$ cat src/fsq_dly.sv
// Stallable shift register that keeps side data aligned with the float units.
`timescale 1ns / 1ps
module fsq_dly #(
	parameter int WIDTH = 32,
	parameter int DEPTH = 2
) (
	input  logic             clk,
	input  logic             en,
	input  logic [WIDTH-1:0] din,
	output logic [WIDTH-1:0] dout
);
	logic [WIDTH-1:0] tap_q [DEPTH];

	always_ff @(posedge clk) begin
		if (en) begin
			tap_q[0] <= din;
			for (int i = 1; i < DEPTH; i++) begin
				tap_q[i] <= tap_q[i-1];
			end
		end
	end

	assign dout = tap_q[DEPTH-1];
endmodule

$ cat config.mk
export PLATFORM = sky130hd
export DESIGN_NAME = fsq_dly
export DESIGN_NICKNAME = d
export VERILOG_FILES = /design/src/fsq_dly.sv
export SDC_FILE = /design/constraint.sdc
export NUM_CORES = 1
export LEC_CHECK = 0
export ABC_AREA = 1
export BUFFER_PORTS_ARGS = -buffer_cell sky130_fd_sc_hd__buf_2
export CORE_MARGIN = 2
export CORE_UTILIZATION = 40
export DETAILED_ROUTE_END_ITERATION = 6
export HOLD_SLACK_MARGIN = 0.15
export SYNTH_ARGS = -nofsm -noshare
export SYNTH_HDL_FRONTEND = slang
export SYNTH_SLANG_ARGS = --single-unit
$ cat constraint.sdc
create_clock -name clk -period 1 [get_ports clk]
set_clock_uncertainty 0.15 [all_clocks]
set_input_delay 0.15 -clock clk [delete_from_list [all_inputs] [get_ports clk]]
set_output_delay 0.15 -clock clk [all_outputs]
set_load 0.02 [all_outputs]
==> reports/qor.csv <==
metric,value,unit
status,finished with violations,
failing checks,setup timing,
Fill cells,399,
post-layout util,57.0,%
actual slew at the worst max-slew pin,208,ps
Cells after Synth,96,
gr ovfl total,0,
DRT Pass-1 Iters,4,
GP Congestion,0.636,
syn_area_per_cell,22.5,um2
std cell rows,26,
syn nets,130,
total of max-cap violations,0,
Final Max Slew Viols,0,
DR vias,1004,
hold path depth,2,
Bufs and invs on worst path,1,
flop2flop setup slack,200,ps
crit path DAT,880,ps
DR DRC count,0,
crit path cell chain,buf_6,
Place WS,4.60,ps
r2r endpoint,tap_q[0][62],
Max Used Layer,met4,
critical path's largest stage delay,400,ps
Synth cell types,2,
met3 WL,264,um
CP startpoint kind,flop,
vias in the first global route,1040,
Final nets,209,
post-route insts no fill,249,
met1 WL,1.16,mm
most frequent cells in the layout,"64 x edfxtp_1, 52 x buf_2, 32 x dlygate4sd3_1",
initial antenna violation count,0,
placed insts,202,
worst flop-to-flop path startpoint,tap_q[0][30],
hold_sp,en,
CTS H-Tree Depth,3,
CTS buffer count,9,
post-detail-place hpwl,1.95,mm
DR WL met2,1.70,mm
peak supply drop,1.10,mV
die area,6010,um2
max reg flops,64,
Routed WL,3.15,mm
biggest regs,tap_q: 64 flops,
Max-slew headroom,86.1,%
Final min period,1180,ps
TritonCTS clock tree,yes,
Worst-path clk slew,60,ps
Vias/cell,4.03,
clock latency reported for the late side of the worst-skew pair,320,ps
"Data required, critical path",700,ps
DR WL/cell,12.6,um
share of cells above drive strength 1,45.3,%
CTS Hold Bufs,32,
setup bufs post-CTS,0,
clk buf depth,2,
clock sink count,64,
end of the worst hold path,tap_q[0][60],
#FFs+latches synth,64,
first-pass GRT wire length,4.77,mm
sequential area share after synthesis,88.9,%
Biggest register,tap_q,
unrepaired setup endpoints after global routing,yes,
HP Class,in -> reg,
Multi-In Gates,0,
Initial Util,41.8,%
Worst Path Max Fanout,1,
Ports,66,
final instance area,2950,um2
number of I/O port buffers,65,
largest net degree at the start of global routing,40,
die width,77.5,um
fmax,848,MHz
Core ar.,5170,um2
clock root buffer,clkbuf_8,
die height,77.5,um
Leak,1.16,nW
number of antenna-violating nets in the routed design,0,
total placed instance area,2370,um2
area of the multi-input gates,0,um2
synth warn,0,
Top delay family on crit path,flip-flops,
final worst-path cycle share,118,%
post-route setup TNS,-4670,ps
crit path capture type,primary output,
final worst slack,-179,ps
Hold Slack,149,ps
setup violators final,32,
power density over the cells,1920,nW/um2
Iter 0 DRT Violations,46,
"Hold Vio Cnt, Final",0,
CP max stage cell,edfxtp_1,
cell area after synthesis,2160,um2
All-Layer GR Usage,11.5,%
Register Area,1920,um2
P&R area growth vs syn,36.3,%
crit path kind,reg -> out,
overall power,5.65,mW
"most common cell after layout, fill and taps aside",edfxtp_1,
Antenna diodes,0,
R2R depth,0,
power by group:
group / switching, mW / internal [mW]
clock: 0.842 / 1.11
combinational: 0.224 / 0.234
sequential: 0.0541 / 3.18
cells by family (layout without fill, tap and decap cells):
group | count (synthesis) | in the layout | share of synthesized area (%)
buffers and inverters | 32 | 115 | 11.1
DFF | 64 | 64 | 88.9
worst max-delay path by stage:
stage                     cells past startpoint          from            to  slack (ps)
final                                         1  tap_q[0][58]      dout[26]        -180
after global routing                          1  tap_q[0][60]      dout[28]        -230
after CTS                                     1  tap_q[0][60]      dout[28]        -190
after detailed placement                      2            en  tap_q[0][34]           5
after global placement                        2            en  tap_q[0][34]          20
after floorplan                               1  tap_q[0][32]       dout[0]         210
area by class of cell:
class | count | area share, %
Clock buffer | 10 | 4.33
Clock inverter | 5 | 1.66
Sequential cell | 64 | 65.2
Tap cell | 70 | 2.97
Timing Repair Buffer | 100 | 25.8
synthesized netlist by cell type:
| cell | instances | area share, % |
|---|---|---|
| edfxtp_1 | 64 | 89 |
| buf_4 | 32 | 11 |
metal layers:
layer,track usage [%],vias to the layer above
met4,5.89,0
met2,19.3,52
met3,7.21,4
met5,0,-
met1,10.7,465
li1,-,483
timing repair:
| item | 4_1_cts | 5_1_grt |
|---|---|---|
| resized for setup | 14 | 12 |
| endpoints found under the hold margin | 44 | 7 |
| setup endpoints to repair | 32 | 32 |
| pin swaps | 0 | 0 |
Note: power is estimated with default switching activity, not from simulation.
