$ cat config.mk
export PLATFORM = sky130hd
export DESIGN_NAME = fsq_fmul
export DESIGN_NICKNAME = d
export VERILOG_FILES = /design/src/fsq_pkg.sv /design/src/fsq_fmul.sv
export SDC_FILE = /design/constraint.sdc
export NUM_CORES = 2
export LEC_CHECK = 0
export BUFFER_PORTS_ARGS = -buffer_cell sky130_fd_sc_hd__buf_4
export CAP_MARGIN = 20
export CELL_PAD_IN_SITES_DETAIL_PLACEMENT = 0
export CELL_PAD_IN_SITES_GLOBAL_PLACEMENT = 1
export CORE_MARGIN = 4
export CORE_UTILIZATION = 36
export CTS_CLUSTER_DIAMETER = 80
export DETAILED_ROUTE_END_ITERATION = 12
export PLACE_DENSITY_LB_ADDON = 0.15
export SLEW_MARGIN = 20
export SYNTH_ARGS = -nofsm -noshare
export SYNTH_HDL_FRONTEND = slang
export SYNTH_SLANG_ARGS = --single-unit
$ cat constraint.sdc
create_clock -name clk -period 19.3 [get_ports clk]
set_input_delay 4.825 -clock clk [delete_from_list [all_inputs] [get_ports clk]]
set_output_delay 4.825 -clock clk [all_outputs]
set_load 0.01 [all_outputs]
$ cat src/fsq_pkg.sv
// Shared types, constants and binary32 helper functions for the sqrt / rsqrt core.
`timescale 1ns / 1ps
package fsq_pkg;

	localparam logic [31:0] SEED_BIAS = 32'h3F80_0000;
	localparam logic [31:0] ABS_MASK  = 32'h7FFF_FFFF;
	localparam logic [31:0] QNAN_BITS = 32'h7FC0_0000;
	localparam logic [31:0] INF_BITS  = 32'h7F80_0000;
	localparam logic [31:0] FP_TWO    = 32'h4000_0000;
	localparam logic [31:0] FP_FOUR   = 32'h4080_0000;

	// Unit latencies in cycles
	localparam int MUL_LAT = 2;
	localparam int ADD_LAT = 2;
	localparam int DIV_STEPS = 27;
	localparam int DIV_LAT = DIV_STEPS + 2;

	typedef enum logic {
		REQ_SQRT  = 1'b0,
		REQ_RSQRT = 1'b1
	} fsq_req_t;

	// Unpacked operand: value = man / 2^23 * 2^exp
	typedef struct packed {
		logic               sgn;
		logic               is_nan;
		logic               is_inf;
		logic               is_zero;
		logic signed [9:0]  exp;
		logic [23:0]        man;
	} fsq_op_t;

	function automatic fsq_op_t fsq_unpack(input logic [31:0] b);
		fsq_op_t o;
		o.sgn     = b[31];
		o.is_nan  = (b[30:23] == 8'hFF) && (b[22:0] != 23'd0);
		o.is_inf  = (b[30:23] == 8'hFF) && (b[22:0] == 23'd0);
		o.is_zero = (b[30:0] == 31'd0);
		if (b[30:23] == 8'd0) begin
			o.exp = -10'sd126;
			o.man = {1'b0, b[22:0]};
		end else begin
			o.exp = $signed({2'b00, b[30:23]}) - 10'sd127;
			o.man = {1'b1, b[22:0]};
		end
		return o;
	endfunction

	// Leading zero count of a 48-bit word (48 when zero)
	function automatic logic [5:0] fsq_lzc(input logic [47:0] v);
		logic [5:0] n;
		n = 6'd48;
		for (int i = 0; i < 48; i++) begin
			if (v[i]) begin
				n = 6'(47 - i);
			end
		end
		return n;
	endfunction

	// Round to nearest even and pack. m[26] is the leading one, value = m / 2^26 * 2^e.
	// m[2] is guard, m[1:0] round and sticky. Handles overflow and gradual underflow.
	function automatic logic [31:0] fsq_round(input logic sgn, input logic signed [11:0] e,
			input logic [26:0] m);
		logic signed [12:0] be;
		logic [12:0]        sh;
		logic [26:0]        mm;
		logic [26:0]        mask;
		logic [7:0]         ef;
		logic               inc;
		logic [30:0]        mag;
		be = 13'(e) + 13'sd127;
		sh = 13'(13'sd1 - be);
		mask = 27'd0;
		if (be >= 13'sd255) begin
			return {sgn, INF_BITS[30:0]};
		end
		if (be <= 13'sd0) begin
			if (sh >= 13'd27) begin
				mm = {26'd0, |m};
			end else begin
				mask = (27'd1 << sh[4:0]) - 27'd1;
				mm = (m >> sh[4:0]) | {26'd0, |(m & mask)};
			end
			ef = 8'd0;
		end else begin
			mm = m;
			ef = be[7:0];
		end
		inc = mm[2] & (mm[1] | mm[0] | mm[3]);
		// carry out of the fraction bumps the exponent, up to infinity
		mag = {ef, mm[25:3]} + 31'(inc);
		return {sgn, mag};
	endfunction

endpackage

$ cat src/fsq_fmul.sv
// Two-stage binary32 multiplier: significand product, then normalize and round.
`timescale 1ns / 1ps
module fsq_fmul (
	input  logic        clk,
	input  logic        en,
	input  logic [31:0] a,
	input  logic [31:0] b,
	output logic [31:0] y
);
	import fsq_pkg::*;

	fsq_op_t ua, ub;
	logic               sgn_s1, nan_s1, inf_s1, zero_s1;
	logic signed [11:0] e_s1;
	logic [47:0]        prod_s1;
	logic [5:0]         lz;
	logic [47:0]        nrm;
	logic signed [11:0] e2;
	logic [31:0]        res;
	logic [31:0]        y_s2;

	always_comb begin
		ua = fsq_unpack(a);
		ub = fsq_unpack(b);
	end

	always_ff @(posedge clk) begin
		if (en) begin
			sgn_s1  <= ua.sgn ^ ub.sgn;
			nan_s1  <= ua.is_nan | ub.is_nan | (ua.is_inf & ub.is_zero)
				| (ua.is_zero & ub.is_inf);
			inf_s1  <= ua.is_inf | ub.is_inf;
			zero_s1 <= ua.is_zero | ub.is_zero;
			e_s1    <= 12'(ua.exp) + 12'(ub.exp);
			prod_s1 <= ua.man * ub.man;
		end
	end

	always_comb begin
		lz  = fsq_lzc(prod_s1);
		nrm = prod_s1 << lz;
		e2  = e_s1 + 12'sd1 - $signed({6'd0, lz});
		if (nan_s1) begin
			res = QNAN_BITS;
		end else if (inf_s1) begin
			res = {sgn_s1, INF_BITS[30:0]};
		end else if (zero_s1) begin
			res = {sgn_s1, 31'd0};
		end else begin
			res = fsq_round(sgn_s1, e2, {nrm[47:22], nrm[21] | (|nrm[20:0])});
		end
	end

	always_ff @(posedge clk) begin
		if (en) begin
			y_s2 <= res;
		end
	end

	assign y = y_s2;
endmodule

==> metrics.md <==
| Metric | Value |
|---|---|
| Most common cell after layout, fill and taps aside | nand2_1 |
| Register bit total from synthesis | 95 |
| Post-Syn Instances | 4026 |
| Routability cong. | 0.9531 |
| CP peak stage delay | 0.53 ns |
| Worst Path Required | 19.44 ns |
| Post-route cell area | 34600 um2 |
| Share of the synthesized area in the top cell type | 29.52% |
| Drt first pass iters | 6 |
| Simple-gate portion of the synthesized area | 21.75% |
| Post-layout util | 38.32% |
| WL final | 123100 um |
| Crit-path max FO | 25 |
| Hold worst-path end | y[31] |
| Dpl hpwl | 95520 um |
| Synth area leaders | fa_1 30%, edfxtp_1 8.7%, ha_1 8.1%, nand2_1 6.4%, inv_1 6.2% |
| Xor/xnor share of the synthesized area | 2.588% |
| Initial antenna violation count | 2 |
| Initial Utilization | 36.36% |
| HP Class | reg2reg |
| Dominant cell type by area after synthesis | fa_1 |
| F_max | 81.01 MHz |
| Total number of vias | 29.85k |
| Asr flop ratio synth | 0% |
| Crit start category | input port |
| Final Hold Viols | 0 |
| Skew final | 0.008656 ns |
| Slew HR | 23.22% |
| Period Utilization, post-route | 63.96% |
| # rows | 110 |
| Area of the mapped netlist | 32830 um2 |
| Die Area | 96080 um2 |
| Crit path capture type | flop |
| Main combinational cell family by area after synthesis | adder cells |
| CTS root buf | clkbuf_16 |
| Cts bufs inserted | 9 |
| Post-Syn Nets | 4788 |
| P&R area growth vs syn | 5.397% |
| Global-route wire length before repair | 190600 um |
| Most used cell, CP | fa_1 |
| Critical Setup Path Class | in2reg |
| Slowest cell on crit path | fa_1 |
| Post-synth cell types | 106 |
| Most frequent cells in the layout | 560 x nand2_1, 539 x inv_1, 484 x fa_1, 223 x and2_1, 218 x nor2_1 |
| Synth warnings | 0 |
| RSZ-0062 raised after global routing | false |
| Setup violators final | 0 |
| Diode count | 0 |
| Synthesized-area fraction occupied by adder cells | 37.63% |
| R2r setup slk | 8.66 ns |
| TNS Setup | 0 ns |
| Chip Height | 310.0 um |
| Fin nets | 4686 |
| Filler cells | 9501 |
| Setup bufs post-CTS | 0 |
| Hold Path Cell Cnt | 1 |
| Share of layout cells above drive strength 1 | 6.770% |
| Multiplexer area fraction after synthesis | 2.302% |
| CTS clock-pin slew for the worst setup and hold paths | 0.06 ns |
| Critical path arrival | 12.48 ns |
| Vias in the first global route | 30.33k |
| Via/cell ratio | 5.846 |
| Num ports | 98 |
| Detailed Route Iter0 Violations | 2954 |
| Wire per inst | 24.11 um |
| Worst Tran Pin Value | 1.148 ns |
| Antenna viol nets, final | 0 |
| Post-synthesis compound-gate area fraction | 17.41% |
| Max-slew violations | 0 |
| CTS tree | done |
| Core Region | 90290 um2 |
| Worst reg2reg path depth | 25 |
| Total GRT Usage | 25.66% |
| Clk_lat worst skew | 0.39 ns |
| Outcome | finished clean |
| Critical hold path startpoint | sgn_s1 |
| Post_cts resized | 0 |
| Buffers from clock root to sink, at most | 2 |
| H-tree Lvls | 3 |
| Count of input and output buffers | 97 |
| Post-route minimum period | 12.34 ns |
| CTS sink cnt | 95 |
| Post-synthesis sequential area ratio | 8.691% |
| Worst reg2reg endpoint | y[29] |
| Top FF cell, synth | edfxtp_1 |
| RR Startpoint | prod_s1[43] |
| Hold Buf Count CTS | 0 |
| Largest net degree at the start of global routing | 60 |
| Dpl cell area | 34330 um2 |
| # DRC | 0 |
| Die Wd | 310.0 um |
| Syn Area/Cell | 8.153 um2 |
| EDFF count, synth | 95 |
| Max-capacitance violation count | 0 |
| Grt total ovfl | 0 |
-- worst max path at each step --
stage	cells after the start	startpoint	endpoint
after floorplan	28	b[27]	prod_s1[47]
after global placement	29	a[10]	prod_s1[47]
after global routing	29	b[0]	prod_s1[47]
after detailed placement	29	b[27]	prod_s1[47]
final	29	b[27]	prod_s1[47]
after CTS	29	b[27]	prod_s1[47]
-- cell usage after synthesis, drive strengths merged, types with 51 or more instances --
cell type / count
a21oi: 157
nor3: 72
and2: 223
xnor2: 60
nand3: 122
nor2: 222
nand2: 562
inv: 546
fa: 484
edfxtp: 95
nor4: 51
ha: 212
o21ai: 138
clkbuf: 187
buf: 74
-- final cells by class --
cell class	instances	area, um2	share of cell area, %
Tap cell	1176	1471	4.253
Sequential cell	95	2853	8.246
Clock buffer	9	225.2	0.6510
Clock inverter	7	46.29	0.1338
Multi-Input combinational cell	3124	26840	77.57
Timing Repair Buffer	148	1111	3.211
Inverter	546	2052	5.931
-- cell families after synthesis --
| logic type | after synthesis |
|---|---|
| XOR/XNOR | 97 |
| AO/OA/AOI/OAI | 805 |
| buffers and inverters | 807 |
| adder cells (fa/ha/maj) | 697 |
| flip-flops | 95 |
| AND/OR/NAND/NOR | 1461 |
| multiplexers | 64 |
-- registers in the layout, indices dropped and copies added (netlist names) --
name / cells
y: 32
inf_s1: 1
sgn_s1: 1
nan_s1: 1
prod_s1: 48
e_s1: 11
zero_s1: 1
-- critical path, delay by kind of cell --
family / cells / cell delay [ns]
buffers and inverters: 5 / 0.52
AO/OA/AOI/OAI: 7 / 1.31
XOR/XNOR: 1 / 0.09
AND/OR/NAND/NOR: 8 / 2.19
adder cells (fa/ha/maj): 8 / 3.55
-- metal layers --
| layer | global-route usage, % | wire [um] |
|---|---|---|
| met5 | 0 | 0 |
| met4 | 8.012 | 4037 |
| met3 | 3.083 | 8181 |
| met2 | 40.25 | 54780 |
| met1 | 37.12 | 56100 |
-- stage by stage --
step / instances / hold WS (ns) / worst slack [ns]
after global routing: 5105 / 0.6047 / 6.463
after global placement: 5089 / 0.5211 / 6.493
after CTS: 5105 / 0.5455 / 6.865
final: 5105 / 0.5471 / 6.956
after floorplan: 4026 / 0.5091 / 7.283
after detailed placement: 5089 / 0.5299 / 6.456
Power is not shown: default switching activity piles up to over one toggle a cycle in this logic, so the estimate is an artifact.
