File: config.mk
export PLATFORM = sky130hd
export DESIGN_NAME = fsq_fdiv
export DESIGN_NICKNAME = d
export VERILOG_FILES = /design/src/fsq_pkg.sv /design/src/fsq_fdiv.sv
export SDC_FILE = /design/constraint.sdc
export NUM_CORES = 2
export LEC_CHECK = 0
export ABC_CLOCK_PERIOD_IN_PS = 19500
export BUFFER_PORTS_ARGS = -buffer_cell sky130_fd_sc_hd__buf_2
export CELL_PAD_IN_SITES_DETAIL_PLACEMENT = 1
export CELL_PAD_IN_SITES_GLOBAL_PLACEMENT = 2
export CORE_ASPECT_RATIO = 1.1
export CORE_UTILIZATION = 49
export CTS_BUF_LIST = sky130_fd_sc_hd__clkbuf_16
export DETAILED_ROUTE_END_ITERATION = 10
export PLACE_DENSITY = 0.95
export SYNTH_ARGS = -nofsm -noshare
export SYNTH_HDL_FRONTEND = slang
export SYNTH_SLANG_ARGS = --single-unit
export TNS_END_PERCENT = 100
File: constraint.sdc
create_clock -name clk -period 19.5 [get_ports clk]
set_input_delay 0 -clock clk [delete_from_list [all_inputs] [get_ports clk]]
set_output_delay 0 -clock clk [all_outputs]
set_load 0.01 [all_outputs]
File: src/fsq_pkg.sv
// Shared types, constants and binary32 helper functions for the sqrt / rsqrt core.
`timescale 1ns / 1ps
package fsq_pkg;

	localparam logic [31:0] SEED_BIAS = 32'h3F80_0000;
	localparam logic [31:0] ABS_MASK  = 32'h7FFF_FFFF;
	localparam logic [31:0] QNAN_BITS = 32'h7FC0_0000;
	localparam logic [31:0] INF_BITS  = 32'h7F80_0000;
	localparam logic [31:0] FP_TWO    = 32'h4000_0000;
	localparam logic [31:0] FP_FOUR   = 32'h4080_0000;

	// Unit latencies in cycles
	localparam int MUL_LAT = 2;
	localparam int ADD_LAT = 2;
	localparam int DIV_STEPS = 27;
	localparam int DIV_LAT = DIV_STEPS + 2;

	typedef enum logic {
		REQ_SQRT  = 1'b0,
		REQ_RSQRT = 1'b1
	} fsq_req_t;

	// Unpacked operand: value = man / 2^23 * 2^exp
	typedef struct packed {
		logic               sgn;
		logic               is_nan;
		logic               is_inf;
		logic               is_zero;
		logic signed [9:0]  exp;
		logic [23:0]        man;
	} fsq_op_t;

	function automatic fsq_op_t fsq_unpack(input logic [31:0] b);
		fsq_op_t o;
		o.sgn     = b[31];
		o.is_nan  = (b[30:23] == 8'hFF) && (b[22:0] != 23'd0);
		o.is_inf  = (b[30:23] == 8'hFF) && (b[22:0] == 23'd0);
		o.is_zero = (b[30:0] == 31'd0);
		if (b[30:23] == 8'd0) begin
			o.exp = -10'sd126;
			o.man = {1'b0, b[22:0]};
		end else begin
			o.exp = $signed({2'b00, b[30:23]}) - 10'sd127;
			o.man = {1'b1, b[22:0]};
		end
		return o;
	endfunction

	// Leading zero count of a 48-bit word (48 when zero)
	function automatic logic [5:0] fsq_lzc(input logic [47:0] v);
		logic [5:0] n;
		n = 6'd48;
		for (int i = 0; i < 48; i++) begin
			if (v[i]) begin
				n = 6'(47 - i);
			end
		end
		return n;
	endfunction

	// Round to nearest even and pack. m[26] is the leading one, value = m / 2^26 * 2^e.
	// m[2] is guard, m[1:0] round and sticky. Handles overflow and gradual underflow.
	function automatic logic [31:0] fsq_round(input logic sgn, input logic signed [11:0] e,
			input logic [26:0] m);
		logic signed [12:0] be;
		logic [12:0]        sh;
		logic [26:0]        mm;
		logic [26:0]        mask;
		logic [7:0]         ef;
		logic               inc;
		logic [30:0]        mag;
		be = 13'(e) + 13'sd127;
		sh = 13'(13'sd1 - be);
		mask = 27'd0;
		if (be >= 13'sd255) begin
			return {sgn, INF_BITS[30:0]};
		end
		if (be <= 13'sd0) begin
			if (sh >= 13'd27) begin
				mm = {26'd0, |m};
			end else begin
				mask = (27'd1 << sh[4:0]) - 27'd1;
				mm = (m >> sh[4:0]) | {26'd0, |(m & mask)};
			end
			ef = 8'd0;
		end else begin
			mm = m;
			ef = be[7:0];
		end
		inc = mm[2] & (mm[1] | mm[0] | mm[3]);
		// carry out of the fraction bumps the exponent, up to infinity
		mag = {ef, mm[25:3]} + 31'(inc);
		return {sgn, mag};
	endfunction

endpackage

File: src/fsq_fdiv.sv
// Pipelined binary32 divider: one restoring quotient bit per stage, then round.
`timescale 1ns / 1ps
module fsq_fdiv (
	input  logic        clk,
	input  logic        en,
	input  logic [31:0] a,
	input  logic [31:0] b,
	output logic [31:0] y
);
	import fsq_pkg::*;

	typedef struct packed {
		logic [24:0]        rem;
		logic [23:0]        den;
		logic [26:0]        quo;
		logic signed [11:0] e;
		logic               sgn;
		logic               nan;
		logic               inf;
		logic               zero;
	} step_t;

	function automatic step_t div_step(input step_t s);
		step_t o;
		logic [24:0] diff;
		o = s;
		diff = s.rem - {1'b0, s.den};
		if (s.rem >= {1'b0, s.den}) begin
			o.quo = {s.quo[25:0], 1'b1};
			o.rem = {diff[23:0], 1'b0};
		end else begin
			o.quo = {s.quo[25:0], 1'b0};
			o.rem = {s.rem[23:0], 1'b0};
		end
		return o;
	endfunction

	fsq_op_t ua, ub;
	logic [5:0]  lza, lzb;
	logic [47:0] na, nb;
	step_t       pre;
	step_t       st_s [DIV_STEPS+1];
	step_t       fin;
	logic        stk;
	logic [26:0] m;
	logic signed [11:0] e2;
	logic [31:0] res;
	logic [31:0] y_s2;

	always_comb begin
		ua  = fsq_unpack(a);
		ub  = fsq_unpack(b);
		lza = fsq_lzc({ua.man, 24'd0});
		lzb = fsq_lzc({ub.man, 24'd0});
		na  = {ua.man, 24'd0} << lza;
		nb  = {ub.man, 24'd0} << lzb;
		pre.rem  = {1'b0, na[47:24]};
		pre.den  = nb[47:24];
		pre.quo  = 27'd0;
		pre.e    = (12'(ua.exp) - $signed({6'd0, lza})) - (12'(ub.exp) - $signed({6'd0, lzb}));
		pre.sgn  = ua.sgn ^ ub.sgn;
		pre.nan  = ua.is_nan | ub.is_nan | (ua.is_zero & ub.is_zero) | (ua.is_inf & ub.is_inf);
		pre.inf  = ua.is_inf | ub.is_zero;
		pre.zero = ua.is_zero | ub.is_inf;
	end

	always_ff @(posedge clk) begin
		if (en) begin
			st_s[0] <= pre;
			for (int k = 0; k < DIV_STEPS; k++) begin
				st_s[k+1] <= div_step(st_s[k]);
			end
		end
	end

	always_comb begin
		fin = st_s[DIV_STEPS];
		stk = (fin.rem != 25'd0);
		if (fin.quo[26]) begin
			m  = {fin.quo[26:1], fin.quo[0] | stk};
			e2 = fin.e;
		end else begin
			m  = {fin.quo[25:0], stk};
			e2 = fin.e - 12'sd1;
		end
		if (fin.nan) begin
			res = QNAN_BITS;
		end else if (fin.inf) begin
			res = {fin.sgn, INF_BITS[30:0]};
		end else if (fin.zero) begin
			res = {fin.sgn, 31'd0};
		end else begin
			res = fsq_round(fin.sgn, e2, m);
		end
	end

	always_ff @(posedge clk) begin
		if (en) begin
			y_s2 <= res;
		end
	end

	assign y = y_s2;
endmodule

==> out/results.ini <==
[outcome]
status=finished clean

[hold_path]
hold_depth=7
hp-start=b[29]
worstHoldPathType=in -> reg
worst_hold_path.endpoint=st_s[0][12]

[synth]
synthSimpleGateAreaFrac=0.0880
syn_inst=9164
ys.flop_type=edfxtp_1
synth.net_count=9950
synth_common_cells=edfxtp_1, inv_1, ha_1
synth_seq_cells=2178
ys_seq_area_frac=0.579
synth_top_area_cell=edfxtp_1
yosysWarnings=0
synth_area_leaders=edfxtp_1, ha_1, mux2_2, inv_1, xnor2_1
synth_top_family_by_area=compound AO/OA/AOI/OAI gates
synthMuxAreaShare=0.0648
syn_area_per_cell_um2=12.3
synth-adder-area-share=0.0824
synth-edff-count=2178
synth_top_area_frac=0.579
synthXorXnorAreaFrac=0.0374
syn-cell-area_um2=113000
synth_compound_area_frac=0.107
ys_async_sr_fraction=0
synthDistinctLibCells=99
synth.most_common_cell=edfxtp_1

[timing]
fmaxAchievable_mhz=125
fin_tns_setup_ps=0
hold_viol=0
min_period_ps=8020
slew_headroom=0.0745
skew_ps=41.2
max_slew.worst_pin.slew_ps=1390
whs_ps=76.3
slew_violations=0
rsz0062_at_grt=false
period_share=0.411
setup_viol_count_final=0

[layout]
fin_area_um2=126000
stdcell_count=12800
syn_to_final_growth_pct=11.4
register_area_um2=65400
fillers=23300
drive_gt1_frac=0.109
multi_input_area_um2=43000
nNetsFinal=10300

[pwr]
max-vdd-ir-drop_uv=130
p_leak_nw=49.9
p_per_area_nw_per_um2=152
power_mw=19.1

[global_routing]
top_usage_layer=met2
grt_pass1_vias=78300
use_met3=0.0269
grt_pass1_wl_mm=428
grt_use_met1=0.264
overflow=0
antenna_found_initial=7
grt_use_total=0.232
grt_max_degree=198
grt.met2_usage=0.435

[critical_path]
cp_max_fo=42
crit_required_ps=20130
crit_type=reg -> reg
r2r_start=st_s[1][1016]
ff2ff_setup_slack_ps=11480
endpoint_kind=register
r2r-end=y[30]
critPathLaunchType=register
arrival_ps=8650
rr_worst_depth=24

[placement]
io_buffers=97
hpwl_mm=199
place_congestion=0.880
post_dp_cell_area_um2=117000
dpl.cell_count=12200

[drt]
wire_per_inst_um=21.4
vias=72200
first_pass_iters=5
ant_nets=0
wirelength_mm=273
via_per_inst=5.66
drc=0
drt-initial-drc-count=4207

[floorplanning]
initial_core_util=0.493
die_width_um=460
fp.dieH_um=505
coreArea_um2=229000
dieArea_um2=232000
rows=184
pin_count=98

[clock_tree]
cts_tree=built
cts_setup_buffers=0
htreeDepth=4
clock_path_buffers=3
cts_inserted_buffers=223
postCtsHoldBufs=110
cts_sinks=2178
cts_resized=0
clk_latency_ps=900
root_buffer=clkbuf_16
path_clk_slew_ps=60

[flow_run]
maxCapViolations=0

-- layer usage --
layer	vias to the layer above	share of wire
met3	552	0.028
met2	1199	0.53
met1	36100	0.40
met5	-	0
met4	0	0.041
li1	34400	-
-- kinds of logic after synthesis --
family                   count (synthesis)
XOR/XNOR                               477
buffers and inverters                 1216
multiplexers                           666
AO/OA/AOI/OAI                         1857
AND/OR/NAND/NOR                       2050
adder cells (fa/ha/maj)                720
flip-flops                            2178
-- layout by cell type, fill, tap and decap left out, drive strengths merged, types with 108 or more instances in the layout --
master / netlist / routed
mux2i: 207 / 207
mux2: 452 / 452
edfxtp: 2178 / 2178
nor2b: 112 / 112
buf: 21 / 160
nand2: 443 / 443
nand3: 129 / 129
a21oi: 521 / 521
clkinv: 2 / 113
nor2: 666 / 666
o21a: 122 / 122
ha: 681 / 681
clkbuf: 152 / 224
o21ai: 343 / 343
dlygate4sd3: 0 / 110
inv: 1041 / 1088
xor2: 159 / 159
a21boi: 108 / 108
xnor2: 316 / 316
a21o: 204 / 204
nor3: 196 / 196
nand4: 138 / 138
-- sequential cells by signal, summed over array words and instances, names as in the netlist --
name,cells
y,32
st_s,2146
-- power breakdown --
part | leakage [nW] | internal (mW) | total (mW) | switching [mW]
registers | 21.3 | 6.58 | 7.14 | 0.559
clock network | 3.77 | 2.48 | 4.32 | 1.84
logic | 24.9 | 3.34 | 7.65 | 4.31
total | 49.9 | 12.4 | 19.1 | 6.71
-- per-stage QoR --
| step | worst slack (ps) | util |
|---|---|---|
| after floorplan | 11640 | - |
| after global placement | 11560 | 0.512 |
| after detailed placement | 11430 | 0.512 |
| after CTS | 11450 | 0.549 |
| after global routing | 10960 | 0.549 |
| final | 11480 | 0.550 |
-- critical path, stage by stage, from the launching register on --
cell       delay (ps)
edfxtp_1          330
buf_4             470
inv_1             270
ha_1              390
mux2i_1           250
inv_1             140
ha_1              260
inv_1             120
xnor3_1           460
ha_1              370
inv_2             600
mux2_2            430
nand2_1            60
o21ai_0           220
o21ai_0           250
o31a_1            230
nand4_1           200
o21ai_1           470
ha_1              330
o2111ai_1         120
o32ai_1           520
nand2_1           300
nor4_2            580
mux2i_1           250
o211ai_1          100
-- cell type report --
type	count	area share
antenna	6	0.000119
tap	3069	0.0305
multi-input combinational	5770	0.342
timing repair buffer	270	0.0173
sequential	2178	0.520
inverter	1043	0.0311
clock inverter	194	0.0145
clock buffer	224	0.0446
-- worst max-delay path by stage --
stage,from,to,slack (ps)
final,st_s[1][1016],y[30],11480
after global routing,st_s[1][1016],y[30],10960
after CTS,st_s[1][1016],y[30],11450
after floorplan,st_s[1][1054],y[30],11640
after detailed placement,st_s[1][1016],y[30],11430
after global placement,st_s[1][1016],y[28],11560
Note: power is estimated with default switching activity, not from simulation.
